[src/design/tlpt_pkg.sv]
// ----------------------------------------------------------------------------
// tlpt_pkg
// Types and constants shared by the two-level page table engine.
// ----------------------------------------------------------------------------
package tlpt_pkg;

  localparam int unsigned TABLE_WORDS = 1024;
  localparam int unsigned DIR_WORDS   = 1024;
  localparam int unsigned IDX_W       = 10;
  localparam int unsigned FRAME_W     = 20;
  localparam int unsigned OFFS_W      = 12;
  localparam int unsigned VA_W        = 32;
  localparam logic [FRAME_W-1:0] FRAME_BASE_RST = 20'd256;

  typedef enum logic [1:0] {
    OP_MAP    = 2'd0,
    OP_UNMAP  = 2'd1,
    OP_LOOKUP = 2'd2,
    OP_FAULT  = 2'd3
  } tlpt_op_e;

  typedef struct packed {
    tlpt_op_e          op;
    logic [VA_W-1:0]   virt_addr;
    logic [VA_W-1:0]   phys_addr;
    logic [OFFS_W-1:0] entry_flags;
  } tlpt_in_t;

  typedef struct packed {
    logic               status;
    logic [VA_W-1:0]    phys_out;
    logic               mapped;
    logic               dirty;
    logic               accessed;
    logic [FRAME_W-1:0] fault_frame;
    logic               invalidate;
  } tlpt_out_t;

  // Page table entry as held in the table memory: only the fields that
  // can ever be observed are kept.
  typedef struct packed {
    logic [FRAME_W-1:0] frame;
    logic               dirty;
    logic               accessed;
    logic               present;
  } tlpt_pte_t;

  typedef struct packed {
    logic             load;
    logic             clr_dir;
    logic             decide;
    logic             clr_tbl;
    logic             ent_wr;
    logic             finish;
    logic             fail;
    logic [IDX_W-1:0] cnt;
  } tlpt_cmd_t;

  typedef struct packed {
    logic absent;
    logic ok;
    logic rd_op;
    logic is_unmap;
  } tlpt_sts_t;

endpackage

[src/design/tlpt_ctrl.sv]
// ----------------------------------------------------------------------------
// tlpt_ctrl
// Sequencer: directory clearing, lookup, table allocation and entry update.
// ----------------------------------------------------------------------------
module tlpt_ctrl (
  input  logic                clk_i,
  input  logic                rst_ni,
  input  logic                start,
  output logic                busy,
  input  logic                cfg_we_i,
  input  tlpt_pkg::tlpt_sts_t sts_i,
  output tlpt_pkg::tlpt_cmd_t cmd_o,
  output logic                done_o
);
  import tlpt_pkg::*;

  typedef enum logic [2:0] {
    ST_CLR_DIR,
    ST_IDLE,
    ST_DIR,
    ST_DECIDE,
    ST_CLR_TBL,
    ST_ENT,
    ST_ENT_WAIT
  } state_e;

  state_e           state_q;
  logic [IDX_W-1:0] cnt_q;
  logic             done_q;
  tlpt_cmd_t        cmd;

  always_comb begin
    cmd     = '0;
    cmd.cnt = cnt_q;
    case (state_q)
      ST_CLR_DIR: cmd.clr_dir = 1'b1;
      ST_IDLE:    cmd.load    = start;
      ST_DECIDE: begin
        if (sts_i.ok) begin
          cmd.decide = 1'b1;
        end else begin
          cmd.fail   = 1'b1;
          cmd.finish = 1'b1;
        end
      end
      ST_CLR_TBL: cmd.clr_tbl = 1'b1;
      ST_ENT: begin
        if (!sts_i.rd_op) begin
          cmd.ent_wr = 1'b1;
          cmd.finish = 1'b1;
        end
      end
      ST_ENT_WAIT: begin
        cmd.ent_wr = sts_i.is_unmap;
        cmd.finish = 1'b1;
      end
      default: cmd = '0;
    endcase
  end

  always_ff @(posedge clk_i or negedge rst_ni) begin
    if (!rst_ni) begin
      state_q <= ST_CLR_DIR;
      cnt_q   <= '0;
      done_q  <= 1'b0;
    end else begin
      done_q <= cmd.finish;
      if (cfg_we_i) begin
        state_q <= ST_CLR_DIR;
        cnt_q   <= '0;
      end else begin
        case (state_q)
          ST_CLR_DIR: begin
            cnt_q <= cnt_q + 1'b1;
            if (cnt_q == '1) begin
              state_q <= ST_IDLE;
            end
          end
          ST_IDLE: begin
            if (start) begin
              state_q <= ST_DIR;
            end
          end
          ST_DIR: state_q <= ST_DECIDE;
          ST_DECIDE: begin
            if (!sts_i.ok) begin
              state_q <= ST_IDLE;
            end else if (sts_i.absent) begin
              cnt_q   <= '0;
              state_q <= ST_CLR_TBL;
            end else begin
              state_q <= ST_ENT;
            end
          end
          ST_CLR_TBL: begin
            cnt_q <= cnt_q + 1'b1;
            if (cnt_q == '1) begin
              state_q <= ST_ENT;
            end
          end
          ST_ENT: begin
            state_q <= sts_i.rd_op ? ST_ENT_WAIT : ST_IDLE;
          end
          ST_ENT_WAIT: state_q <= ST_IDLE;
          default:     state_q <= ST_IDLE;
        endcase
      end
    end
  end

  assign busy   = (state_q != ST_IDLE);
  assign cmd_o  = cmd;
  assign done_o = done_q;

endmodule

[config.mk]
export PLATFORM = sky130hd
export DESIGN_NAME = tlpt_ctrl
export DESIGN_NICKNAME = d
export VERILOG_FILES = /design/src/design/tlpt_pkg.sv /design/src/design/tlpt_ctrl.sv
export SDC_FILE = /design/constraint.sdc
export NUM_CORES = 1
export LEC_CHECK = 0
export BUFFER_PORTS_ARGS = -buffer_cell sky130_fd_sc_hd__clkbuf_2
export CORE_MARGIN = 2
export CORE_UTILIZATION = 50
export DETAILED_ROUTE_END_ITERATION = 7
export PLACE_DENSITY = 0.83
export REMOVE_ABC_BUFFERS = 1
export SLEW_MARGIN = 0
export SYNTH_ARGS = -nofsm -noshare
export SYNTH_HDL_FRONTEND = slang
export SYNTH_SLANG_ARGS = --single-unit
[constraint.sdc]
create_clock -name clk_i -period 2.1 [get_ports clk_i]
set_input_delay 0.105 -clock clk_i [delete_from_list [all_inputs] [get_ports clk_i]]
set_output_delay 0.105 -clock clk_i [all_outputs]
set_load 0.01 [all_outputs]
==> summary.md, run 1 <==
| Metric | Value |
|---|---|
| Status | complete, no violations |
| Cell types occupying the most area after synthesis | dfrtp_1 39%, o21ai_0 7.8%, and2_1 7.7% |
| GRT overflow | 0 |
| Hold Path Depth | 2 |
| Worst-path fanout max | 12 |
| Final-report setup violation count | 0 |
| Final net count | between 100 and 150 |
| Die W | 46.4 um |
| Via count of the first global-routing pass | 760 |
| Depth of the worst register-to-register path | 5 |
| RSZ-0062 raised after global routing | false |
| Number of flops mapped to enable cells by yosys | 0 |
| Power per cell area | 552 nW/um2 |
| Setup TNS | 0 ps |
| Share of the clock period used by the worst path after layout | 87.4% |
| Total power draw | 0.605 mW |
| Layout fillers | 148 |
| Commonest cells post-synth | 14 x dfrtp_1, 14 x o21ai_0, 11 x and2_1, 8 x nand2_1, 7 x nor2_1 |
| Yosys warnings | 0 |
| Actual slew at the worst max-slew pin | 352 ps |
| First DRT Iteration DRCs | 32 |
| TritonCTS Buffers | 3 |
| Routed via count divided by cell count | 5.45 |
| Hold violation count in the final report | 0 |
| Global-route usage over all layers | a little over a fifth |
| Kind of end point of the critical path | flop |
| Proportion of register bits with asynchronous set or reset after synthesis | 100% |
| Synth Instances | 109 |
| LEAKAGE | 0.531 nW |
| PnR worst setup slack | about 260 ps |
| Clock tree from TritonCTS | yes |
| Cell type with the largest total area after synthesis | dfrtp_1 |
| Flip-flop and latch count after synthesis | 14 |
| Total instance count after detailed placement | roughly 160 |
| Resize count post-CTS | 0 |
| Area of the core | 1710 um2 |
| Number of distinct library cells after synthesis | 36 |
| Worst setup slack after placement | 284 ps |
| Per-instance average area after synthesis | 8.23 um2 |
| Highest Clock Rate | 545 MHz |
| Largest net degree at the start of global routing | 15 |
| Worst min-delay path class | input port to flop |
| Root buffer cell | clkbuf_4 |
| Initial antenna violation count | 0 |
| Remaining design rule violation count | 0 |
| Boundary Pins | 27 |
| CTS clk-pin slew, worst paths | 90 ps |
| Global Route met2 Usage | 33.3% |
| Wire length of the first global-routing pass | 3240 um |
| Count of antenna diodes in the layout | 0 |
| Maximum buffer depth of the clock tree | 2 |
| Vertical die dimension | between 40 and 50 um |
| Effective utilization at floorplan | 52.5% |
| H-Tree Level Count | 1 |
| Startpoint kind of the worst setup timing path | flop |
| Vias post-DR | around 900 |
| Worst-case vdd ir drop | ~380 uV |
| GP Congestion | approximately 0.84 |
| Estimated wirelength of the detail-placed design | 1530 um |
| Final number of max-transition violations | 0 |
| Clock Latency Late Sink | 280 ps |
| Number of core rows | 15 |
| Share of synthesized area occupied by flip-flops and latches | about two fifths |
| Final Routed Wirelength | between 2000 and 2500 um |
| I/O Buffers | 26 |
| GR peak layer | met2 |
| Arrival time at the worst endpoint | 2040 ps |
| Mean routed wirelength per cell | 12.4 um |
| ANT nets after route | 0 |
| Fraction of final layout cells sized beyond drive strength 1 | 26.3% |
| Final clock skew | 1.42 ps |
| Final cell count without fillers | 162 |
| Kind of critical path | flop to flop |
| Number of buffers inserted by post-CTS setup repair | 0 |
| Tightest slew margin relative to the limit | 76.6% |
| Area growth from synthesis to final layout | 22.2% |
| Global-route track usage on met3 | 2.35% |
| Met1 Track Usage GR | 28.8% |
| Die ar. | 2150 um2 |
| Initial DRT Pass Iterations | 5 |
| Crit path time final | 1840 ps |
| Clock sink total | 14 |
| Main flop type after synthesis | dfrtp_1 |
| Fraction of synthesized cell area taken by the top area cell type | between 30% and 40% |
| MaxCap Viol Count | 0 |
| Required time worst endpoint | 2300 ps |
| Cell area after synthesis | 897 um2 |
[through the flow]
step	cell area (um2)	hold slack [ps]	utilization, %
6_report	1100	94.3	64.2
5_1_grt	1100	106	64.2
4_1_cts	1100	84.1	64.2
3_5_place_dp	1050	27.9	61.5
3_3_place_gp	1050	31.0	61.5
2_1_floorplan	866	-191	-
[where the power goes]
| group | leakage (nW) | switching (mW) | internal [mW] |
|---|---|---|---|
| registers | 0.192 | 0.0154 | 0.280 |
| logic | 0.318 | 0.0659 | 0.0498 |
| clock network | 0.0210 | 0.0878 | 0.105 |
[layer usage]
layer,vias to the layer above,part of all wire (%)
met3,2,3.9
met2,19,50
li1,449,-
met5,-,0
met1,413,45
met4,0,0.69
[kinds of logic (layout without fill, tap and decap cells)]
kind of cell / after synthesis / in the layout / share of synthesized area [%]
multiplexers: 1 / 1 / 1.12
buffers and inverters: 10 / 38 / 5.16
flip-flops: 14 / 14 / 39.1
AND/OR/NAND/NOR: 52 / 52 / 32.6
AO/OA/AOI/OAI: 31 / 31 / 20.6
adder cells (fa/ha/maj): 1 / 1 / 1.39
[layout by cell type (no fill, tap or decap), types with 2 or more instances in the layout]
| cell | n |
|---|---|
| clkbuf_2 | 26 |
| o21ai_0 | 14 |
| dfrtp_1 | 14 |
| and2_1 | 11 |
| nand2_1 | 8 |
| nor2_1 | 7 |
| nand2b_1 | 6 |
| a21oi_1 | 5 |
| inv_1 | 4 |
| a31oi_1 | 4 |
| and3_1 | 4 |
| nand3_1 | 3 |
| clkbuf_4 | 3 |
| buf_4 | 3 |
| nor3_1 | 2 |
| or3_1 | 2 |
[worst max-delay path, cell delays in order, from the launching register on]
cell	delay [ps]
dfrtp_1	530
and3b_2	280
a311oi_1	100
buf_4	180
or4_1	510
a21oi_1	170
[flip-flops by register name, indices dropped and copies added (netlist names)]
register,flops
done_o,1
cnt_q,10
state_q,3
[final timing paths]
check,startpoint,to,slack [ps]
worst min-delay path,cfg_we_i,state_q[2],90
worst max-delay path,state_q[0],cnt_q[9],260
max in group asynchronous,rst_ni,done_o,1590
worst min register to register,cnt_q[2],cnt_q[2],520
min in group asynchronous,rst_ni,cnt_q[9],260
worst max register to register,state_q[0],cnt_q[9],260
[layout make-up]
cell class | instances | area, um2 | area share, %
well taps | 25 | 31.3 | 2.85
inverters | 4 | 15.0 | 1.37
flip-flops and latches | 14 | 350 | 32.0
clock buffers | 4 | 36.3 | 3.31
multi-input cells | 85 | 500 | 45.7
repair buffers | 30 | 163 | 14.8
[repair_timing]
| item | 4_1_cts | 5_1_grt |
|---|---|---|
| hold buffers | 1 | 0 |
| endpoints found under the hold margin | 14 | 0 |
| setup endpoints to repair | 0 | 0 |
(Power assumes the default switching activity.)
==> inputs of run 2 (changes only) <==
--- a/config.mk
+++ b/config.mk
@@ -10,4 +10,6 @@
 export CORE_UTILIZATION = 50
+export CTS_BUF_LIST = sky130_fd_sc_hd__clkbuf_16
 export DETAILED_ROUTE_END_ITERATION = 7
 export PLACE_DENSITY = 0.83
+export RECOVER_POWER = 25
 export REMOVE_ABC_BUFFERS = 1
--- a/constraint.sdc
+++ b/constraint.sdc
@@ -3,2 +3,2 @@
 set_output_delay 0.105 -clock clk_i [all_outputs]
-set_load 0.01 [all_outputs]
+set_load 0.02 [all_outputs]
==> summary.md, run 2 (same netlist as run 1, synthesis figures left out) <==
| Metric | Value |
|---|---|
| Estimated wirelength of the detail-placed design | 1530 um (unchanged) |
| GP Congestion | 0.842 (unchanged) |
| Count of antenna diodes in the layout | 0 (unchanged) |
| RSZ-0062 raised after global routing | false |
| Number of buffers inserted by post-CTS setup repair | 0 (unchanged) |
| Placement Cell Area | 1050 um2 (unchanged) |
| NetSw | 0.206 mW (+22%) |
| Destination of the worst hold path | state_q[2] |
| TritonCTS Buffers | 3 (unchanged) |
| Via count of the first global-routing pass | 787 (+3.6%) |
| Hold violation count in the final report | 0 (unchanged) |
| Part of the power in registers | 37.7% (-11 points) |
| PnR worst setup slack | 283 ps (+18.1 ps) |
| Logic gate share of total power | 16.3% (-2.8 points) |
| Vias post-DR | 903 (+2.3%) |
| Share of the clock period used by the worst path after layout | 86.5% (-0.86 points) |
| CTS clk-pin slew, worst paths | 50 ps (-40 ps) |
| Total power draw | 0.789 mW (+30%) |
| Highest Clock Rate | 550 MHz (+0.99%) |
| Die ar. | 2150 um2 (unchanged) |
| Worst-case hold slack | 134 ps (+39.9 ps) |
| Final-report setup violation count | 0 (unchanged) |
| Crit path time final | 1820 ps (-18.1 ps) |
| FF+latch area | 350 um2 (unchanged) |
| Resize count post-CTS | 0 (unchanged) |
| Worst-case vdd ir drop | 483 uV (+26%) |
| Required time worst endpoint | 2260 ps (-40 ps) |
| Final number of max-transition violations | 0 (unchanged) |
| Remaining design rule violation count | 0 (unchanged) |
| Routed via count divided by cell count | 5.57 (+2.3%) |
| Flop-to-flop setup slack | 280 ps (+20 ps) |
| Setup TNS | 0 ps (unchanged) |
| Crit path largest cell delay | 510 ps (-20 ps) |
| Mean routed wirelength per cell | 12.8 um (+3.1%) |
| Kind of critical path | flop to flop |
| First DRT Iteration DRCs | 33 (+3.1%) |
| Largest net degree at the start of global routing | 15 (unchanged) |
| Root buffer cell | clkbuf_16 |
| Fraction of final layout cells sized beyond drive strength 1 | 24.8% (-1.5 points) |
| Clock tree from TritonCTS | yes |
| GRT overflow | 0 (unchanged) |
| Area taken by multi-input logic gates | 500 um2 (unchanged) |
| Initial antenna violation count | 0 (unchanged) |
| Global-route track usage on met3 | 3.53% (+1.2 points) |
| Total instance count after detailed placement | 157 (unchanged) |
| Status | complete, no violations |
| Wire length of the first global-routing pass | 3330 um (+2.7%) |
| Depth of the worst register-to-register path | 5 (unchanged) |
| Area growth from synthesis to final layout | 26.8% |
| Worst-path cell chain | and3b_2 -> a311oi_1 -> buf_4 -> or4_1 -> a21oi_1 |
| MaxCap Viol Count | 0 (unchanged) |
| Start of the worst register-to-register path | state_q[0] |
| Die W | 46.4 um (unchanged) |
| LEAKAGE | 0.546 nW (+2.7%) |
| Tightest slew margin relative to the limit | 50.2% (-26 points) |
| H-Tree Level Count | 1 (unchanged) |
| Clock share of power | 46.1% (+14 points) |
| Actual slew at the worst max-slew pin | 747 ps (+395 ps) |
| Initial DRT Pass Iterations | 4 (-1) |
| Worst setup slack after placement | 284 ps (unchanged) |
| ANT nets after route | 0 (unchanged) |
| Final standard cell utilization of the core | 66.6% (+2.4 points) |
| Hold Path Depth | 2 (unchanged) |
| Fraction of power spent switching nets | 26.1% (-1.9 points) |
| Vertical die dimension | 46.4 um (unchanged) |
| Crit. Startpoint | state_q[0] |
| Cell Int Power | 0.583 mW (+34%) |
| I/O Buffers | 26 (unchanged) |
| CP max stage cell | dfrtp_1 |
| Most common cell after layout, fill and taps aside | clkbuf_2 |
| Startpoint kind of the worst setup timing path | flop |
| Capture point of the worst reg-to-reg path | cnt_q[9] |
| Final Routed Wirelength | 2080 um (+3.1%) |
| Global Route met2 Usage | 34.7% (+1.4 points) |
| Final net count | 147 (unchanged) |
| GR peak layer | met2 |
| Kind of end point of the critical path | flop |
| Start point of the worst min-delay path | cfg_we_i |
| Worst min-delay path class | input port to flop |
| Global-route usage over all layers | 22.4% (+1.1 points) |
| Largest register by flop count | cnt_q |
| Power per cell area | 693 nW/um2 (+26%) |
| Area of the core | 1710 um2 (unchanged) |
| Max reg flops | 10 (unchanged) |
| Met1 Track Usage GR | 28.8% (unchanged) |
| Worst-path fanout max | 12 (unchanged) |
| Final cell count without fillers | 162 (unchanged) |
| Final instance area | 1140 um2 (+3.8%) |
| Layout fillers | 145 (-2.0%) |
| Count of hold-fix buffers inserted at cts | 1 (unchanged) |
| Most used cells in the layout excluding fill and tap cells | 25 x clkbuf_2, 14 x o21ai_0, 14 x dfrtp_1, 11 x and2_1, 8 x nand2_1 |
| Effective utilization at floorplan | 52.5% (unchanged) |
| Clock sink total | 14 (unchanged) |
| Boundary Pins | 27 (unchanged) |
| Number of core rows | 15 (unchanged) |
| Maximum buffer depth of the clock tree | 2 (unchanged) |
| Final clock skew | 2.25 ps (+0.829 ps) |
| Clock Latency Late Sink | 240 ps (-40 ps) |
| Arrival time at the worst endpoint | 1980 ps (-60 ps) |
## run 2: changes by cell type in the layout (fill, tap and decap cells not counted), sizes merged
| cell | previous run | this run |
|---|---|---|
| clkbuf | 30 | 29 |
| clkinv | 0 | 1 |
## run 2: worst max-delay path by stage
stage | to | slack (ps)
after floorplan | cnt_q[9] | 190
after global placement | cnt_q[9] | 390
after detailed placement | cnt_q[9] | 280
after CTS | cnt_q[9] | 290
after global routing | cnt_q[9] | 130
final | cnt_q[9] | 280
## run 2: layer usage
metal	vias to the layer above	share of wire, %
li1	449	-
met1	428	45
met2	21	50
met3	5	3.8
met4	0	1.8
met5	-	0
## run 2: layout make-up
cell class | count | area share (%)
multi-input combinational | 85 | 44.0
inverter | 4 | 1.32
clock buffer | 3 | 6.60
sequential | 14 | 30.8
tap | 25 | 2.75
clock inverter | 1 | 0.330
timing repair buffer | 30 | 14.2
## run 2: power by group through the flow
stage / sequential [mW] / combinational, mW / clock (mW)
after detailed placement: 0.301 / 0.126 / 0
final: 0.297 / 0.128 / 0.363
after CTS: 0.296 / 0.129 / 0.367
after floorplan: 0.299 / 0.0737 / 0
after global routing: 0.299 / 0.142 / 0.377
after global placement: 0.299 / 0.123 / 0
## run 2: critical path: cells and delay by family (launching register included)
| family | cells | cell delay, ps |
|---|---|---|
| AO/OA/AOI/OAI | 2 | 270 |
| AND/OR/NAND/NOR | 2 | 780 |
| flip-flops | 1 | 510 |
| buffers and inverters | 1 | 180 |
==> inputs of run 3 (changes only) <==
Settings changed: RECOVER_POWER 25 to 50, SLEW_MARGIN 0 to 20.
==> summary.md, run 3 (same netlist as run 1, synthesis figures left out) <==
| Metric | Value |
|---|---|
| Worst-case vdd ir drop | 480 uV (-0.66%) |
| Routed via count divided by cell count | 5.59 (+0.33%) |
| Final-report setup violation count | 0 (unchanged) |
| Final standard cell utilization of the core | 66.1% (-0.51 points) |
| MaxCap Viol Count | 0 (unchanged) |
| Crit. Startpoint | state_q[0] |
| Start point of the worst min-delay path | cfg_we_i |
| Wire length of the first global-routing pass | 3330 um (unchanged) |
| Final net count | 147 (unchanged) |
| Flop-to-flop setup slack | 250 ps (-30 ps) |
| Largest register by flop count | cnt_q |
| Final Routed Wirelength | 2080 um (about the same) |
| Power per cell area | 696 nW/um2 (+0.37%) |
| Max reg flops | 10 (unchanged) |
| Total instance count after detailed placement | 157 (unchanged) |
| I/O Buffers | 26 (unchanged) |
| Number of core rows | 15 (unchanged) |
| Global-route usage over all layers | 22.4% (unchanged) |
| Area growth from synthesis to final layout | 25.8% |
| RSZ-0062 raised after global routing | false |
| ANT nets after route | 0 (unchanged) |
| Vias post-DR | 906 (+0.33%) |
| Most used cells in the layout excluding fill and tap cells | 19 x clkbuf_2, 14 x o21ai_0, 14 x dfrtp_1, 11 x and2_1, 8 x nand2_1 |
| Estimated wirelength of the detail-placed design | 1530 um (unchanged) |
| Worst-path fanout max | 12 (unchanged) |
| GRT overflow | 0 (unchanged) |
| Setup TNS | 0 ps (unchanged) |
| Number of buffers inserted by post-CTS setup repair | 0 (unchanged) |
| Initial DRT Pass Iterations | 4 (unchanged) |
| Most common cell after layout, fill and taps aside | clkbuf_2 |
| Highest Clock Rate | 542 MHz (-1.6%) |
| Kind of critical path | flop to flop |
| Boundary Pins | 27 (unchanged) |
| Count of antenna diodes in the layout | 0 (unchanged) |
| Worst setup slack after placement | 284 ps (unchanged) |
| Remaining design rule violation count | 0 (unchanged) |
| Actual slew at the worst max-slew pin | 751 ps (+3.71 ps) |
| Clock Latency Late Sink | 240 ps (about the same) |
| Highest routed metal layer | met4 |
| Mean routed wirelength per cell | 12.8 um (about the same) |
| Kind of end point of the critical path | flop |
| Fraction of final layout cells sized beyond drive strength 1 | 19.7% (-5.1 points) |
| Root buffer cell | clkbuf_16 |
| Start of the worst register-to-register path | state_q[0] |
| Tightest slew margin relative to the limit | 50.0% (-0.25 points) |
| Depth of the worst register-to-register path | 5 (unchanged) |
| CTS clk-pin slew, worst paths | 50 ps (about the same) |
| Die ar. | 2150 um2 (unchanged) |
| Area of the core | 1710 um2 (unchanged) |
| First DRT Iteration DRCs | 34 (+3.0%) |
| Status | complete, no violations |
| Final number of max-transition violations | 0 (unchanged) |
| PnR worst setup slack | 253 ps (-29.3 ps) |
| Required time worst endpoint | 2260 ps (about the same) |
| Total length of routed met3 wires | 92 um (+16%) |
| LEAKAGE | 0.526 nW (-3.6%) |
| Arrival time at the worst endpoint | 2010 ps (+30 ps) |
| Capture point of the worst reg-to-reg path | cnt_q[9] |
| Initial antenna violation count | 0 (unchanged) |
| Via count of the first global-routing pass | 787 (unchanged) |
| Sum of met2 wire segment lengths after detailed routing | 1040 um (+0.58%) |
| Final clock skew | 1.88 ps (-0.368 ps) |
| Vertical die dimension | 46.4 um (unchanged) |
| Largest net degree at the start of global routing | 15 (unchanged) |
| H-Tree Level Count | 1 (unchanged) |
| Final cell count without fillers | 162 (unchanged) |
| Startpoint kind of the worst setup timing path | flop |
| Share of the clock period used by the worst path after layout | 87.9% (+1.4 points) |
| Length of routed wiring on met1 | 912 um (-2.1%) |
| GP Congestion | 0.842 (unchanged) |
| Maximum buffer depth of the clock tree | 2 (unchanged) |
| TritonCTS Buffers | 3 (unchanged) |
| Hold violation count in the final report | 0 (unchanged) |
| Worst min-delay path class | input port to flop |
| Worst setup path endpoint | cnt_q[9] |
| Layout fillers | 149 (+2.8%) |
| Clock sink total | 14 (unchanged) |
| Effective utilization at floorplan | 52.5% (unchanged) |
| Die W | 46.4 um (unchanged) |
| Crit path time final | 1850 ps (+29.3 ps) |
| Clock tree from TritonCTS | yes |
-- run 3: cell counts in the layout (fill, tap and decap cells not counted) --
No cell type changed its count.
-- run 3: routing by layer --
metal  vias up  track usage, %
li1        450               -
met1       419            28.8
met2        32            34.7
met3         5            3.53
met4         0            14.3
met5         -               0
-- run 3: critical path, stage by stage, from the launching register on --
cell	delay, ps
dfrtp_1	510
and3b_1	280
a311oi_1	110
buf_4	180
or4_1	510
a21oi_1	170
-- run 3: area by class of cell --
class | instances | area, um2 | share of cell area [%]
repair buffers | 30 | 154 | 13.6
clock buffers | 3 | 75.1 | 6.65
clock inverters | 1 | 3.75 | 0.333
well taps | 25 | 31.3 | 2.77
multi-input cells | 85 | 499 | 44.2
flip-flops and latches | 14 | 350 | 31.0
inverters | 4 | 15.0 | 1.33
-- run 3: how the worst min path moves through the flow --
stage,to,slack [ps],depth (start not counted)
after floorplan,cnt_q[0],-190,0
after global placement,cnt_q[7],30,1
after detailed placement,cnt_q[7],30,1
after CTS,state_q[2],140,2
after global routing,state_q[2],170,2
final,state_q[2],130,2
-- run 3: stage by stage --
stage,area (um2),hold slack (ps),total power [mW]
2_1_floorplan,866,-191,0.373
5_1_grt,1130,170,0.817
6_report,1130,132,0.786
3_3_place_gp,1050,31.0,0.422
4_1_cts,1140,139,0.793
3_5_place_dp,1050,27.9,0.427
-- run 3: what timing repair did --
action                    in CTS  in global routing
hold buffers                   1                  0
hold endpoints to repair      14                  0
resized for setup              0                  0
-- run 3: where the power goes --
group          switching (mW)  internal [mW]
clock                   0.110          0.252
sequential             0.0156          0.281
combinational          0.0786         0.0485
